===== src/design/stp_pkg.sv =====
`default_nettype none
package stp_pkg;

  // Sizes of the stores
  localparam int SECTIONS      = 8;
  localparam int HISTORY_DEPTH = 64;
  localparam int ELAPSED_WIDTH = 16;

  // Field widths
  localparam int REQ_W   = 3;
  localparam int SEC_W   = 3;
  localparam int SLOT_W  = 6;
  localparam int STAMP_W = 32;
  localparam int FPS_W   = 8;

  localparam int SIDX_W  = $clog2(SECTIONS);
  localparam int HIST_AW = $clog2(HISTORY_DEPTH);

  localparam logic [ELAPSED_WIDTH-1:0] ELAPSED_MAX = '1;
  localparam logic [FPS_W-1:0]         TALLY_MAX   = '1;
  localparam logic [FPS_W-1:0]         TPS_RESET   = FPS_W'(60);

  // Register map (index taken from paddr[2])
  localparam logic REG_TPS = 1'b0;

  // Request codes; codes six and seven act as a read
  typedef enum logic [REQ_W-1:0] {
    REQ_TICK        = 3'd0,
    REQ_FRAME_BEGIN = 3'd1,
    REQ_FRAME_END   = 3'd2,
    REQ_SEC_BEGIN   = 3'd3,
    REQ_SEC_END     = 3'd4,
    REQ_READ        = 3'd5
  } req_t;

  // Frame length pushed into the history ring
  typedef struct packed {
    logic                     en;
    logic [ELAPSED_WIDTH-1:0] len;
  } hist_wr_t;

  // Ticks since a stamp, modulo 2^32, clamped to the elapsed width
  function automatic logic [ELAPSED_WIDTH-1:0] interval_sat(
    input logic [STAMP_W-1:0] now,
    input logic [STAMP_W-1:0] stamp
  );
    logic [STAMP_W-1:0] d;
    d = now - stamp;
    if (d > STAMP_W'(ELAPSED_MAX))
      interval_sat = ELAPSED_MAX;
    else
      interval_sat = d[ELAPSED_WIDTH-1:0];
  endfunction

  // Saturating accumulate
  function automatic logic [ELAPSED_WIDTH-1:0] sat_add(
    input logic [ELAPSED_WIDTH-1:0] a,
    input logic [ELAPSED_WIDTH-1:0] b
  );
    logic [ELAPSED_WIDTH:0] s;
    s = {1'b0, a} + {1'b0, b};
    if (s[ELAPSED_WIDTH])
      sat_add = ELAPSED_MAX;
    else
      sat_add = s[ELAPSED_WIDTH-1:0];
  endfunction

endpackage
`default_nettype wire


===== src/design/stp_sections.sv =====
`default_nettype none
module stp_sections (
  input  wire logic                               clk,
  input  wire logic                               rst_n,
  input  wire logic                               accept,
  input  wire stp_pkg::req_t                      req,
  input  wire logic [stp_pkg::SEC_W-1:0]          sec,
  input  wire logic [stp_pkg::STAMP_W-1:0]        tick_count,
  output stp_pkg::hist_wr_t                       hist_wr,
  output logic [stp_pkg::ELAPSED_WIDTH-1:0]       elapsed_nxt,
  output logic [stp_pkg::ELAPSED_WIDTH-1:0]       peak_nxt,
  output logic                                    running_nxt,
  output logic [stp_pkg::ELAPSED_WIDTH-1:0]       frame_len_nxt,
  output logic [stp_pkg::ELAPSED_WIDTH-1:0]       frame_peak_nxt
);
  import stp_pkg::*;

  logic [STAMP_W-1:0]       start_r [SECTIONS];
  logic [STAMP_W-1:0]       start_nxt [SECTIONS];
  logic [ELAPSED_WIDTH-1:0] acc_r [SECTIONS];
  logic [ELAPSED_WIDTH-1:0] acc_nxt [SECTIONS];
  logic [ELAPSED_WIDTH-1:0] pk_r [SECTIONS];
  logic [ELAPSED_WIDTH-1:0] pk_nxt [SECTIONS];
  logic [SECTIONS-1:0]      run_r;
  logic [SECTIONS-1:0]      run_nxt;
  logic [ELAPSED_WIDTH-1:0] frame_len_r;
  logic [ELAPSED_WIDTH-1:0] frame_peak_r;

  logic                     sec_ok;
  logic [SIDX_W-1:0]        sidx;
  logic [STAMP_W-1:0]       stamp_sel;
  logic [ELAPSED_WIDTH-1:0] len;

  assign sec_ok = (32'(sec) < SECTIONS);
  assign sidx   = SIDX_W'(sec);

  // One interval unit: frame end measures section 0, section end the addressed one
  assign stamp_sel = (req == REQ_FRAME_END) ? start_r[0] : start_r[sidx];
  assign len       = interval_sat(tick_count, stamp_sel);

  // Next state of the section file
  always_comb begin
    start_nxt      = start_r;
    acc_nxt        = acc_r;
    pk_nxt         = pk_r;
    run_nxt        = run_r;
    frame_len_nxt  = frame_len_r;
    frame_peak_nxt = frame_peak_r;
    hist_wr        = '0;
    if (accept) begin
      case (req)
        REQ_FRAME_BEGIN: begin
          start_nxt[0] = tick_count;
          run_nxt[0]   = 1'b1;
          for (int i = 1; i < SECTIONS; i++) acc_nxt[i] = '0;
        end
        REQ_FRAME_END: begin
          acc_nxt[0]    = len;
          run_nxt[0]    = 1'b0;
          if (len > pk_r[0]) pk_nxt[0] = len;
          frame_len_nxt = len;
          if (len > frame_peak_r) frame_peak_nxt = len;
          hist_wr.en    = 1'b1;
          hist_wr.len   = len;
        end
        REQ_SEC_BEGIN: begin
          if (sec_ok) begin
            start_nxt[sidx] = tick_count;
            run_nxt[sidx]   = 1'b1;
          end
        end
        REQ_SEC_END: begin
          // ending an idle section is ignored
          if (sec_ok && run_r[sidx]) begin
            acc_nxt[sidx] = sat_add(acc_r[sidx], len);
            run_nxt[sidx] = 1'b0;
            if (len > pk_r[sidx]) pk_nxt[sidx] = len;
          end
        end
        default: ;
      endcase
    end
  end

  // Addressed section as it stands after the request
  assign elapsed_nxt = sec_ok ? acc_nxt[sidx] : '0;
  assign peak_nxt    = sec_ok ? pk_nxt[sidx]  : '0;
  assign running_nxt = sec_ok ? run_nxt[sidx] : 1'b0;

  always_ff @(posedge clk) begin
    if (!rst_n) begin
      for (int i = 0; i < SECTIONS; i++) begin
        start_r[i] <= '0;
        acc_r[i]   <= '0;
        pk_r[i]    <= '0;
      end
      run_r        <= '0;
      frame_len_r  <= '0;
      frame_peak_r <= '0;
    end else begin
      start_r      <= start_nxt;
      acc_r        <= acc_nxt;
      pk_r         <= pk_nxt;
      run_r        <= run_nxt;
      frame_len_r  <= frame_len_nxt;
      frame_peak_r <= frame_peak_nxt;
    end
  end

endmodule
`default_nettype wire


===== src/design/stp_rate.sv =====
`default_nettype none
module stp_rate (
  input  wire logic                          clk,
  input  wire logic                          rst_n,
  input  wire logic                          accept,
  input  wire stp_pkg::req_t                 req,
  input  wire logic [stp_pkg::FPS_W-1:0]     tps,
  output logic [stp_pkg::STAMP_W-1:0]        tick_cur,
  output logic [stp_pkg::STAMP_W-1:0]        tick_nxt,
  output logic [stp_pkg::FPS_W-1:0]          fps_nxt
);
  import stp_pkg::*;

  logic [STAMP_W-1:0] tick_r;
  logic [FPS_W-1:0]   window_r, window_nxt;
  logic [FPS_W-1:0]   tally_r, tally_nxt;
  logic [FPS_W-1:0]   fps_r;
  logic [FPS_W-1:0]   window_inc;

  assign window_inc = window_r + FPS_W'(1);

  // Tick counter, measurement window and frame tally
  always_comb begin
    tick_nxt   = tick_r;
    window_nxt = window_r;
    tally_nxt  = tally_r;
    fps_nxt    = fps_r;
    if (accept) begin
      case (req)
        REQ_TICK: begin
          tick_nxt = tick_r + STAMP_W'(1);
          if (window_inc >= tps) begin
            fps_nxt    = tally_r;
            tally_nxt  = '0;
            window_nxt = '0;
          end else begin
            window_nxt = window_inc;
          end
        end
        REQ_FRAME_END: begin
          if (tally_r != TALLY_MAX) tally_nxt = tally_r + FPS_W'(1);
        end
        default: ;
      endcase
    end
  end

  assign tick_cur = tick_r;

  always_ff @(posedge clk) begin
    if (!rst_n) begin
      tick_r   <= '0;
      window_r <= '0;
      tally_r  <= '0;
      fps_r    <= '0;
    end else begin
      tick_r   <= tick_nxt;
      window_r <= window_nxt;
      tally_r  <= tally_nxt;
      fps_r    <= fps_nxt;
    end
  end

endmodule
`default_nettype wire


===== src/design/stp_history.sv =====
`default_nettype none
module stp_history (
  input  wire logic                               clk,
  input  wire logic                               rst_n,
  input  wire logic                               accept,
  input  wire stp_pkg::hist_wr_t                  hist_wr,
  input  wire logic [stp_pkg::SLOT_W-1:0]         rd_slot,
  output logic [stp_pkg::ELAPSED_WIDTH-1:0]       hist_value
);
  import stp_pkg::*;

  logic [ELAPSED_WIDTH-1:0] mem [HISTORY_DEPTH];
  logic [HISTORY_DEPTH-1:0] valid_r;
  logic [HIST_AW-1:0]       head_r;
  logic [HIST_AW-1:0]       head_nxt;
  logic [HIST_AW-1:0]       rd_idx;
  logic                     slot_ok;
  logic                     hit;

  logic [ELAPSED_WIDTH-1:0] rd_q_r;
  logic [ELAPSED_WIDTH-1:0] byp_data_r;
  logic                     byp_r;
  logic                     rd_valid_r;
  logic                     slot_ok_r;

  assign rd_idx   = HIST_AW'(rd_slot);
  assign slot_ok  = (32'(rd_slot) < HISTORY_DEPTH);
  assign hit      = hist_wr.en && (head_r == rd_idx);
  assign head_nxt = (32'(head_r) == HISTORY_DEPTH - 1) ? '0 : head_r + HIST_AW'(1);

  // Ring storage: write at the head, registered read at the requested slot
  always_ff @(posedge clk) begin
    if (hist_wr.en) mem[head_r] <= hist_wr.len;
    if (accept) begin
      rd_q_r     <= mem[rd_idx];
      byp_data_r <= hist_wr.len;
    end
  end

  // Head pointer, written-entry flags and read qualifiers
  always_ff @(posedge clk) begin
    if (!rst_n) begin
      valid_r    <= '0;
      head_r     <= '0;
      byp_r      <= 1'b0;
      rd_valid_r <= 1'b0;
      slot_ok_r  <= 1'b0;
    end else begin
      if (hist_wr.en) begin
        valid_r[head_r] <= 1'b1;
        head_r          <= head_nxt;
      end
      if (accept) begin
        byp_r      <= hit;
        rd_valid_r <= valid_r[rd_idx];
        slot_ok_r  <= slot_ok;
      end
    end
  end

  // A slot written by this same request shows the new length
  always_comb begin
    if (!slot_ok_r)
      hist_value = '0;
    else if (byp_r)
      hist_value = byp_data_r;
    else if (rd_valid_r)
      hist_value = rd_q_r;
    else
      hist_value = '0;
  end

endmodule
`default_nettype wire


===== src/design/section_timing_profiler.sv =====
// Section timing profiler.
// Input stream (in_*): one request per beat: tick, frame begin, frame end,
// section begin, section end or read, with a section index and a history
// slot. Every accepted request yields exactly one result beat (out_*) that
// reflects the state after that request: addressed section's elapsed, peak
// and running flag, last and longest frame length, frames per second, the
// chosen history entry and the tick counter.
// The result is loaded into the output register at the accepting edge and
// is offered on out_* from the next cycle. Throughput is one request per
// cycle while the receiver keeps out_tready high, limited by the registered
// update of the section file and the one-write/one-read history ring port.
// The output register decouples the sides: a new request is taken while a
// result is waiting as long as out_tready is high in the same cycle; when the
// receiver stalls, the result holds and in_tready drops.
// Reset (rst_n low, synchronous) clears all counters, sections and the
// history ring (through per-entry written flags, no clearing pass) and sets
// ticks_per_second to 60. The APB register at address 0 holds
// ticks_per_second; write it only while the block is idle.
`default_nettype none
module section_timing_profiler (
  input  wire logic         clk,
  input  wire logic         rst_n,
  // in_tdata: req_type[2:0], section[5:3], history_slot[11:6], zero[15:12]
  input  wire logic         in_tvalid,
  output logic              in_tready,
  input  wire logic [15:0]  in_tdata,
  // out_tdata: section_elapsed[15:0], section_peak[31:16], section_running[32],
  //   last_frame_ticks[48:33], longest_frame_ticks[64:49],
  //   frames_per_second[72:65], history_value[88:73], tick_count[120:89],
  //   zero[127:121]
  output logic              out_tvalid,
  input  wire logic         out_tready,
  output logic [127:0]      out_tdata,
  input  wire logic         cfg_psel,
  input  wire logic         cfg_penable,
  input  wire logic         cfg_pwrite,
  input  wire logic [2:0]   cfg_paddr,
  input  wire logic [31:0]  cfg_pwdata,
  output logic [31:0]       cfg_prdata,
  output logic              cfg_pready
);
  import stp_pkg::*;

  logic                     accept;
  req_t                     req;
  logic [SEC_W-1:0]         sec;
  logic [SLOT_W-1:0]        slot;
  logic [FPS_W-1:0]         tps_r;
  logic                     out_valid_r;

  hist_wr_t                 hist_wr;
  logic [ELAPSED_WIDTH-1:0] elapsed_nxt, peak_nxt, frame_len_nxt, frame_peak_nxt;
  logic                     running_nxt;
  logic [STAMP_W-1:0]       tick_cur, tick_nxt;
  logic [FPS_W-1:0]         fps_nxt;
  logic [ELAPSED_WIDTH-1:0] hist_value;

  logic [ELAPSED_WIDTH-1:0] elapsed_r, peak_r, last_r, longest_r;
  logic                     running_r;
  logic [FPS_W-1:0]         fps_r;
  logic [STAMP_W-1:0]       tick_r;

  // Request unpacking and handshake
  assign req       = req_t'(in_tdata[2:0]);
  assign sec       = in_tdata[5:3];
  assign slot      = in_tdata[11:6];
  assign in_tready = !out_valid_r || out_tready;
  assign accept    = in_tvalid && in_tready;

  // Configuration register
  assign cfg_pready = 1'b1;
  assign cfg_prdata = (cfg_paddr[2] == REG_TPS) ? {24'b0, tps_r} : '0;

  always_ff @(posedge clk) begin
    if (!rst_n) begin
      tps_r <= TPS_RESET;
    end else if (cfg_psel && cfg_penable && cfg_pwrite && cfg_pready &&
                 (cfg_paddr[2] == REG_TPS)) begin
      tps_r <= cfg_pwdata[FPS_W-1:0];
    end
  end

  stp_sections u_sections (
    .clk            (clk),
    .rst_n          (rst_n),
    .accept         (accept),
    .req            (req),
    .sec            (sec),
    .tick_count     (tick_cur),
    .hist_wr        (hist_wr),
    .elapsed_nxt    (elapsed_nxt),
    .peak_nxt       (peak_nxt),
    .running_nxt    (running_nxt),
    .frame_len_nxt  (frame_len_nxt),
    .frame_peak_nxt (frame_peak_nxt)
  );

  stp_rate u_rate (
    .clk      (clk),
    .rst_n    (rst_n),
    .accept   (accept),
    .req      (req),
    .tps      (tps_r),
    .tick_cur (tick_cur),
    .tick_nxt (tick_nxt),
    .fps_nxt  (fps_nxt)
  );

  stp_history u_history (
    .clk        (clk),
    .rst_n      (rst_n),
    .accept     (accept),
    .hist_wr    (hist_wr),
    .rd_slot    (slot),
    .hist_value (hist_value)
  );

  // Result register
  always_ff @(posedge clk) begin
    if (!rst_n) begin
      out_valid_r <= 1'b0;
    end else if (accept) begin
      out_valid_r <= 1'b1;
    end else if (out_tready) begin
      out_valid_r <= 1'b0;
    end
  end

  always_ff @(posedge clk) begin
    if (accept) begin
      elapsed_r <= elapsed_nxt;
      peak_r    <= peak_nxt;
      running_r <= running_nxt;
      last_r    <= frame_len_nxt;
      longest_r <= frame_peak_nxt;
      fps_r     <= fps_nxt;
      tick_r    <= tick_nxt;
    end
  end

  assign out_tvalid = out_valid_r;
  assign out_tdata  = {7'b0, tick_r, hist_value, fps_r, longest_r, last_r,
                       running_r, peak_r, elapsed_r};

  // Checks
  a_result_follows: assert property (@(posedge clk) disable iff (!rst_n)
    accept |=> out_tvalid)
    else $error("accepted request produced no result");

  a_ready_when_empty: assert property (@(posedge clk) disable iff (!rst_n)
    !out_valid_r |-> in_tready)
    else $error("input stalled with empty result register");

  a_longest_frame: assert property (@(posedge clk) disable iff (!rst_n)
    out_valid_r |-> (longest_r >= last_r))
    else $error("longest frame below last frame");

  a_tick_step: assert property (@(posedge clk) disable iff (!rst_n)
    (accept && (req == REQ_TICK)) |=> (tick_cur == $past(tick_cur) + 32'd1))
    else $error("tick counter did not advance on tick");

endmodule
`default_nettype wire

===== config.mk =====
export PLATFORM = sky130hd
export DESIGN_NAME = section_timing_profiler
export DESIGN_NICKNAME = d
export VERILOG_FILES = /design/src/design/stp_pkg.sv /design/src/design/stp_sections.sv /design/src/design/stp_rate.sv /design/src/design/stp_history.sv /design/src/design/section_timing_profiler.sv
export SDC_FILE = /design/constraint.sdc
export NUM_CORES = 2
export LEC_CHECK = 0
export BUFFER_PORTS_ARGS = -buffer_cell sky130_fd_sc_hd__buf_4
export CAP_MARGIN = 20
export CORE_MARGIN = 3
export CORE_UTILIZATION = 45
export CTS_BUF_LIST = sky130_fd_sc_hd__clkbuf_8
export DETAILED_ROUTE_END_ITERATION = 7
export PLACE_DENSITY = 0.57
export SLEW_MARGIN = 10
export SYNTH_ARGS = -nofsm -noshare
export SYNTH_HDL_FRONTEND = slang
export SYNTH_SLANG_ARGS = --single-unit
export TNS_END_PERCENT = 5

===== constraint.sdc =====
create_clock -name clk -period 12.45 [get_ports clk]
set_input_delay 1.245 -clock clk [delete_from_list [all_inputs] [get_ports clk]]
set_output_delay 1.245 -clock clk [all_outputs]
set_load 0.05 [all_outputs]

==> results <==
- In this run the most critical hold path is launched from u_sections.start_r[47].
- Using the TritonRoute via totals, the vias-per-cell ratio works out to 5.876.
- TritonCTS built the clock tree.
- The count of cells in the finished layout, fillers not included, comes to 8805.
- The final setup skew is 79.51 ps.
- The critical path data arrival time is 10850 ps.
- The power share of the combinational group is 6.3%.
- Counting along the longest clock path gives a buffer depth of 4.
- The first detailed-routing pass ran for 5 iterations.
- After layout, the worst path uses 82.58% of the clock period.
- Max-cap violations in this run came to 0.
- The number of DRC markers in iteration 0 is 5522.
- For this design the static power due to leakage is 31.10 nW.
- The endpoint of the worst register-to-register path is elapsed_r[3].
- The area enclosed by the die boundary is 178700 um2.
- In the final timing run, aggregate negative setup slack is 0 ps.
- The library cell with the highest instance count after synthesis is sky130_fd_sc_hd__edfxtp_1.
- Detailed placement finished with a half-perimeter wire length of 140800 um.
- In the global route stage, met3 resource usage came out at 4.044%.
- The cell area after synthesis is 78150 um2.
- The largest individual stage delay along the critical path comes from the cell sky130_fd_sc_hd__nor2_4.
- The launch point of the worst reg-to-reg path is u_sections.start_r[192].
- For this block, the routed nets add up to 232500 um of wire.
- The die height is 422.7 um.
- The instance count of the mapped netlist is 5997.
- The number of standard-cell rows in the floorplan is 152.
- The kind of path behind the tightest hold check is reg -> reg.
- The maximum net fanout on the critical path is 37.
- After layout, the minimum clock period comes to 10280 ps.
- The post-placement setup slack is 1504 ps.
- The post-CTS setup repair buffer count is 0.
- The clock network burns 41.1% of the power.
- The count of cell types in the netlist is 93.
- In this run the mean area of a mapped cell was 13.03 um2.
- After clock tree synthesis, the clock-pin slew on the worst setup and hold paths is 60 ps.
- STA classifies the critical path startpoint as a primary input.
- In the synthesized netlist the dominant register cell turns out to be sky130_fd_sc_hd__edfxtp_1.
- The element type at the critical path end is a flop.
- For the worst-skew pair, the clock arrives at the later sink with an insertion delay of 1050 ps.
- The total clock buffers created by CTS is 323.
- IR analysis of the VDD net gives a maximum drop of 0.0001200 V.
- Once the clock tree was built, the resizer swapped 0 gates to a different size.
- The count of final setup violators is 0.
- The area fraction of the dominant cell type after synthesis is 44.61%.
- The maximum frequency from static timing analysis is 97.26 MHz.
- Counting flops with an async set or reset pin after synthesis yields a share of 0%.
- Entering global routing, the biggest net connects 202 pins.
- Setup repair after global routing left no endpoint under its margin.
- The Yosys step of the flow raised 0 warnings.
- The number of DRC violations after detailed routing is 0.
- The global placement routability congestion is 0.9114.
- The worst stage delay on the critical path is 580 ps.
- For met1 alone, demand over resource in global routing was 33.66%.
- The global-route wire length before repair is 341500 um.
- The instance count after placement with tap cells included is 8240.
- The headroom to the max-slew limit is 27.09%.
- The total of fill cells in the finished design is 14931.
- The busiest layer in global routing is met2.
- The tree built by TritonCTS fans out to 1851 sinks.
- The proportion of power drawn by flip-flops and latches is 52.6%.
- For the pin with the worst max-slew slack, the measured transition is 1093 ps.
- Global routing used 25.61% of the available tracks across all layers.
- The final route contains 51736 vias.
- The power density normalized to cell area is 141.0 nW/um2.
- Hold repair after CTS inserted 0 buffers.
- Setup slack on the worst reg-to-reg path comes out at 3040 ps.
- Relative to the synthesized area, the layout overhead comes to 12.93%.
- The number of port buffers is 158.
- Pin placement for this block handled 221 I/O pins.
- The overall power after layout is 12.44 mW.
- For this run, global-route usage on met2 was measured as 42.05%.
- Across all setup checks in the final design, the least slack found is 2168 ps.
- The x dimension of the die is 422.7 um.
- The worst hold path was traced through 2 stages.
- The number of global-route vias before repair is 51073.
- Counting cells, the worst reg-to-reg path comes to 30.
- The switching power is 2.996 mW.
- The number of H-tree levels is 5.
- The worst hold path terminates at u_sections.start_r[47].
- After synthesis, the cell types taking the most area are sky130_fd_sc_hd__edfxtp_1 (45%), sky130_fd_sc_hd__dfxtp_1 (18%), sky130_fd_sc_hd__mux4_2 (11%).
- The wire length per cell is 26.41 um.
- The root buffer cell chosen for the clock tree is sky130_fd_sc_hd__clkbuf_8.
- The count of nets left with antenna violations once routing finished came out at 0.
- The number of max-slew violations in the final report is 0.
- The synthesized design spends more area on one cell type than any other, namely sky130_fd_sc_hd__edfxtp_1.
- The final-report hold violation count came to 0.
- The internal power is 9.444 mW.
- The switching power as a share of total power is 24.08%.
- The initial cell density of the core is 45.40%.
- The worst endpoint required time is 13020 ps.
- By startpoint and endpoint, the worst setup path is classified as in -> reg.
- In the final design database the tool counted 6414 nets.
- The run finished with clean final reports.
- The standard cell core area is 172100 um2.
- Ranked by instance count, the synthesized netlist is headed by sky130_fd_sc_hd__edfxtp_1 (1161), sky130_fd_sc_hd__nand2_1 (732), sky130_fd_sc_hd__dfxtp_1 (690).
- The number of antenna violations at the first check in global routing came to 11.
- Global routing finished with a remaining overflow of 0.
- Yosys mapped a number of flops with a built-in enable equal to 1161.
- In this run, synthesis produced a sequential element count of 1851.
- The fraction of final layout cells with drive strength greater than 1 is 20.23%.
- The portion of the post-synthesis area used by sequential elements is 62.29%.
## sequential cells by signal, indices dropped and copies added, names as in the netlist, 16 cells and up
| signal | count |
|---|---|
| u_history.byp_data_r | 16 |
| longest_r | 16 |
| u_sections.frame_len_r | 16 |
| u_sections.start_r | 256 |
| u_sections.frame_peak_r | 16 |
| u_sections.acc_r | 128 |
| u_sections.pk_r | 128 |
| elapsed_r | 16 |
| tick_r | 32 |
| u_history.valid_r | 64 |
| u_history.mem | 1024 |
| u_rate.tick_cur | 32 |
| u_history.rd_q_r | 16 |
| last_r | 16 |
| peak_r | 16 |
## power groups by stage
stage,Sequential [mW],Combinational [mW],Clock (mW)
after floorplan,6.74,0.452,0
after CTS,6.54,0.783,5.24
after global placement,6.67,0.778,0
final,6.54,0.786,5.11
after global routing,6.54,0.825,5.52
after detailed placement,6.67,0.782,0
## cell type report
class | instances | area [um2] | area share, %
diodes | 10 | 25.02 | 0.02835
flip-flops and latches | 1851 | 48680 | 55.16
clock inverters | 194 | 877.1 | 0.9938
inverters | 58 | 232.7 | 0.2637
repair buffers | 360 | 2783 | 3.153
multi-input cells | 3663 | 27830 | 31.53
clock buffers | 359 | 4941 | 5.599
well taps | 2310 | 2890 | 3.275
## through the flow
step | area [um2] | hold WS, ps | util [%]
after floorplan | 78260 | 431.8 | -
after global placement | 82370 | 438.7 | 47.86
after detailed placement | 82370 | 443.1 | 47.86
after CTS | 88190 | 380.8 | 51.24
after global routing | 88250 | 422.4 | 51.27
final | 88250 | 450.6 | 51.28
## worst max path at each step
| stage | start | end | slack, ps | cells past startpoint |
|---|---|---|---|---|
| 3_5_place_dp | in_tdata[3] | elapsed_r[8] | 1500 | 34 |
| 6_report | in_tdata[3] | elapsed_r[3] | 2170 | 32 |
| 5_1_grt | in_tdata[3] | elapsed_r[3] | 1670 | 32 |
| 3_3_place_gp | in_tdata[3] | elapsed_r[8] | 1510 | 32 |
| 4_1_cts | in_tdata[3] | elapsed_r[3] | 2480 | 34 |
| 2_1_floorplan | in_tdata[5] | elapsed_r[8] | 2090 | 38 |
## critical path: cells and delay by family
kind            cells  cell delay [ps]
fa+ha+maj           3              980
buf+inv             2              920
simple gates       12             3510
compound gates     15             4110
## routing by layer
layer / wire, um / up-vias
met5: 13 / -
met4: 10610 / 2
met3: 14920 / 559
met2: 112300 / 2103
met1: 94620 / 26109
li1: - / 22963
## cells in the final DEF (no fill, tap or decap), types with 58 or more instances in the layout
cell and count:
sky130_fd_sc_hd__edfxtp_1 1161, sky130_fd_sc_hd__nand2_1 731, sky130_fd_sc_hd__dfxtp_1 690, sky130_fd_sc_hd__nor2_1 522, sky130_fd_sc_hd__a21oi_1 448, sky130_fd_sc_hd__mux4_2 368, sky130_fd_sc_hd__clkbuf_8 359, sky130_fd_sc_hd__buf_4 353
sky130_fd_sc_hd__a22oi_1 198, sky130_fd_sc_hd__inv_1 158, sky130_fd_sc_hd__mux2i_1 158, sky130_fd_sc_hd__o21ai_0 101, sky130_fd_sc_hd__ha_1 98, sky130_fd_sc_hd__o22ai_1 92, sky130_fd_sc_hd__and2_1 91, sky130_fd_sc_hd__mux2_2 71
sky130_fd_sc_hd__clkinv_1 58
## logic make-up (layout without fill, tap and decap cells)
family / Yosys count / in the layout / synth area share [%]
multiplexers: 597 / 597 / 13.65
other: 2 / 42 / 0.009610
AND/OR/NAND/NOR: 1699 / 1699 / 9.400
flip-flops: 1851 / 1851 / 62.29
AO/OA/AOI/OAI: 1134 / 1134 / 9.229
buffers and inverters: 513 / 971 / 2.675
adder cells (fa/ha/maj): 103 / 103 / 1.648
XOR/XNOR: 98 / 98 / 1.098
(Power assumes the default switching activity.)
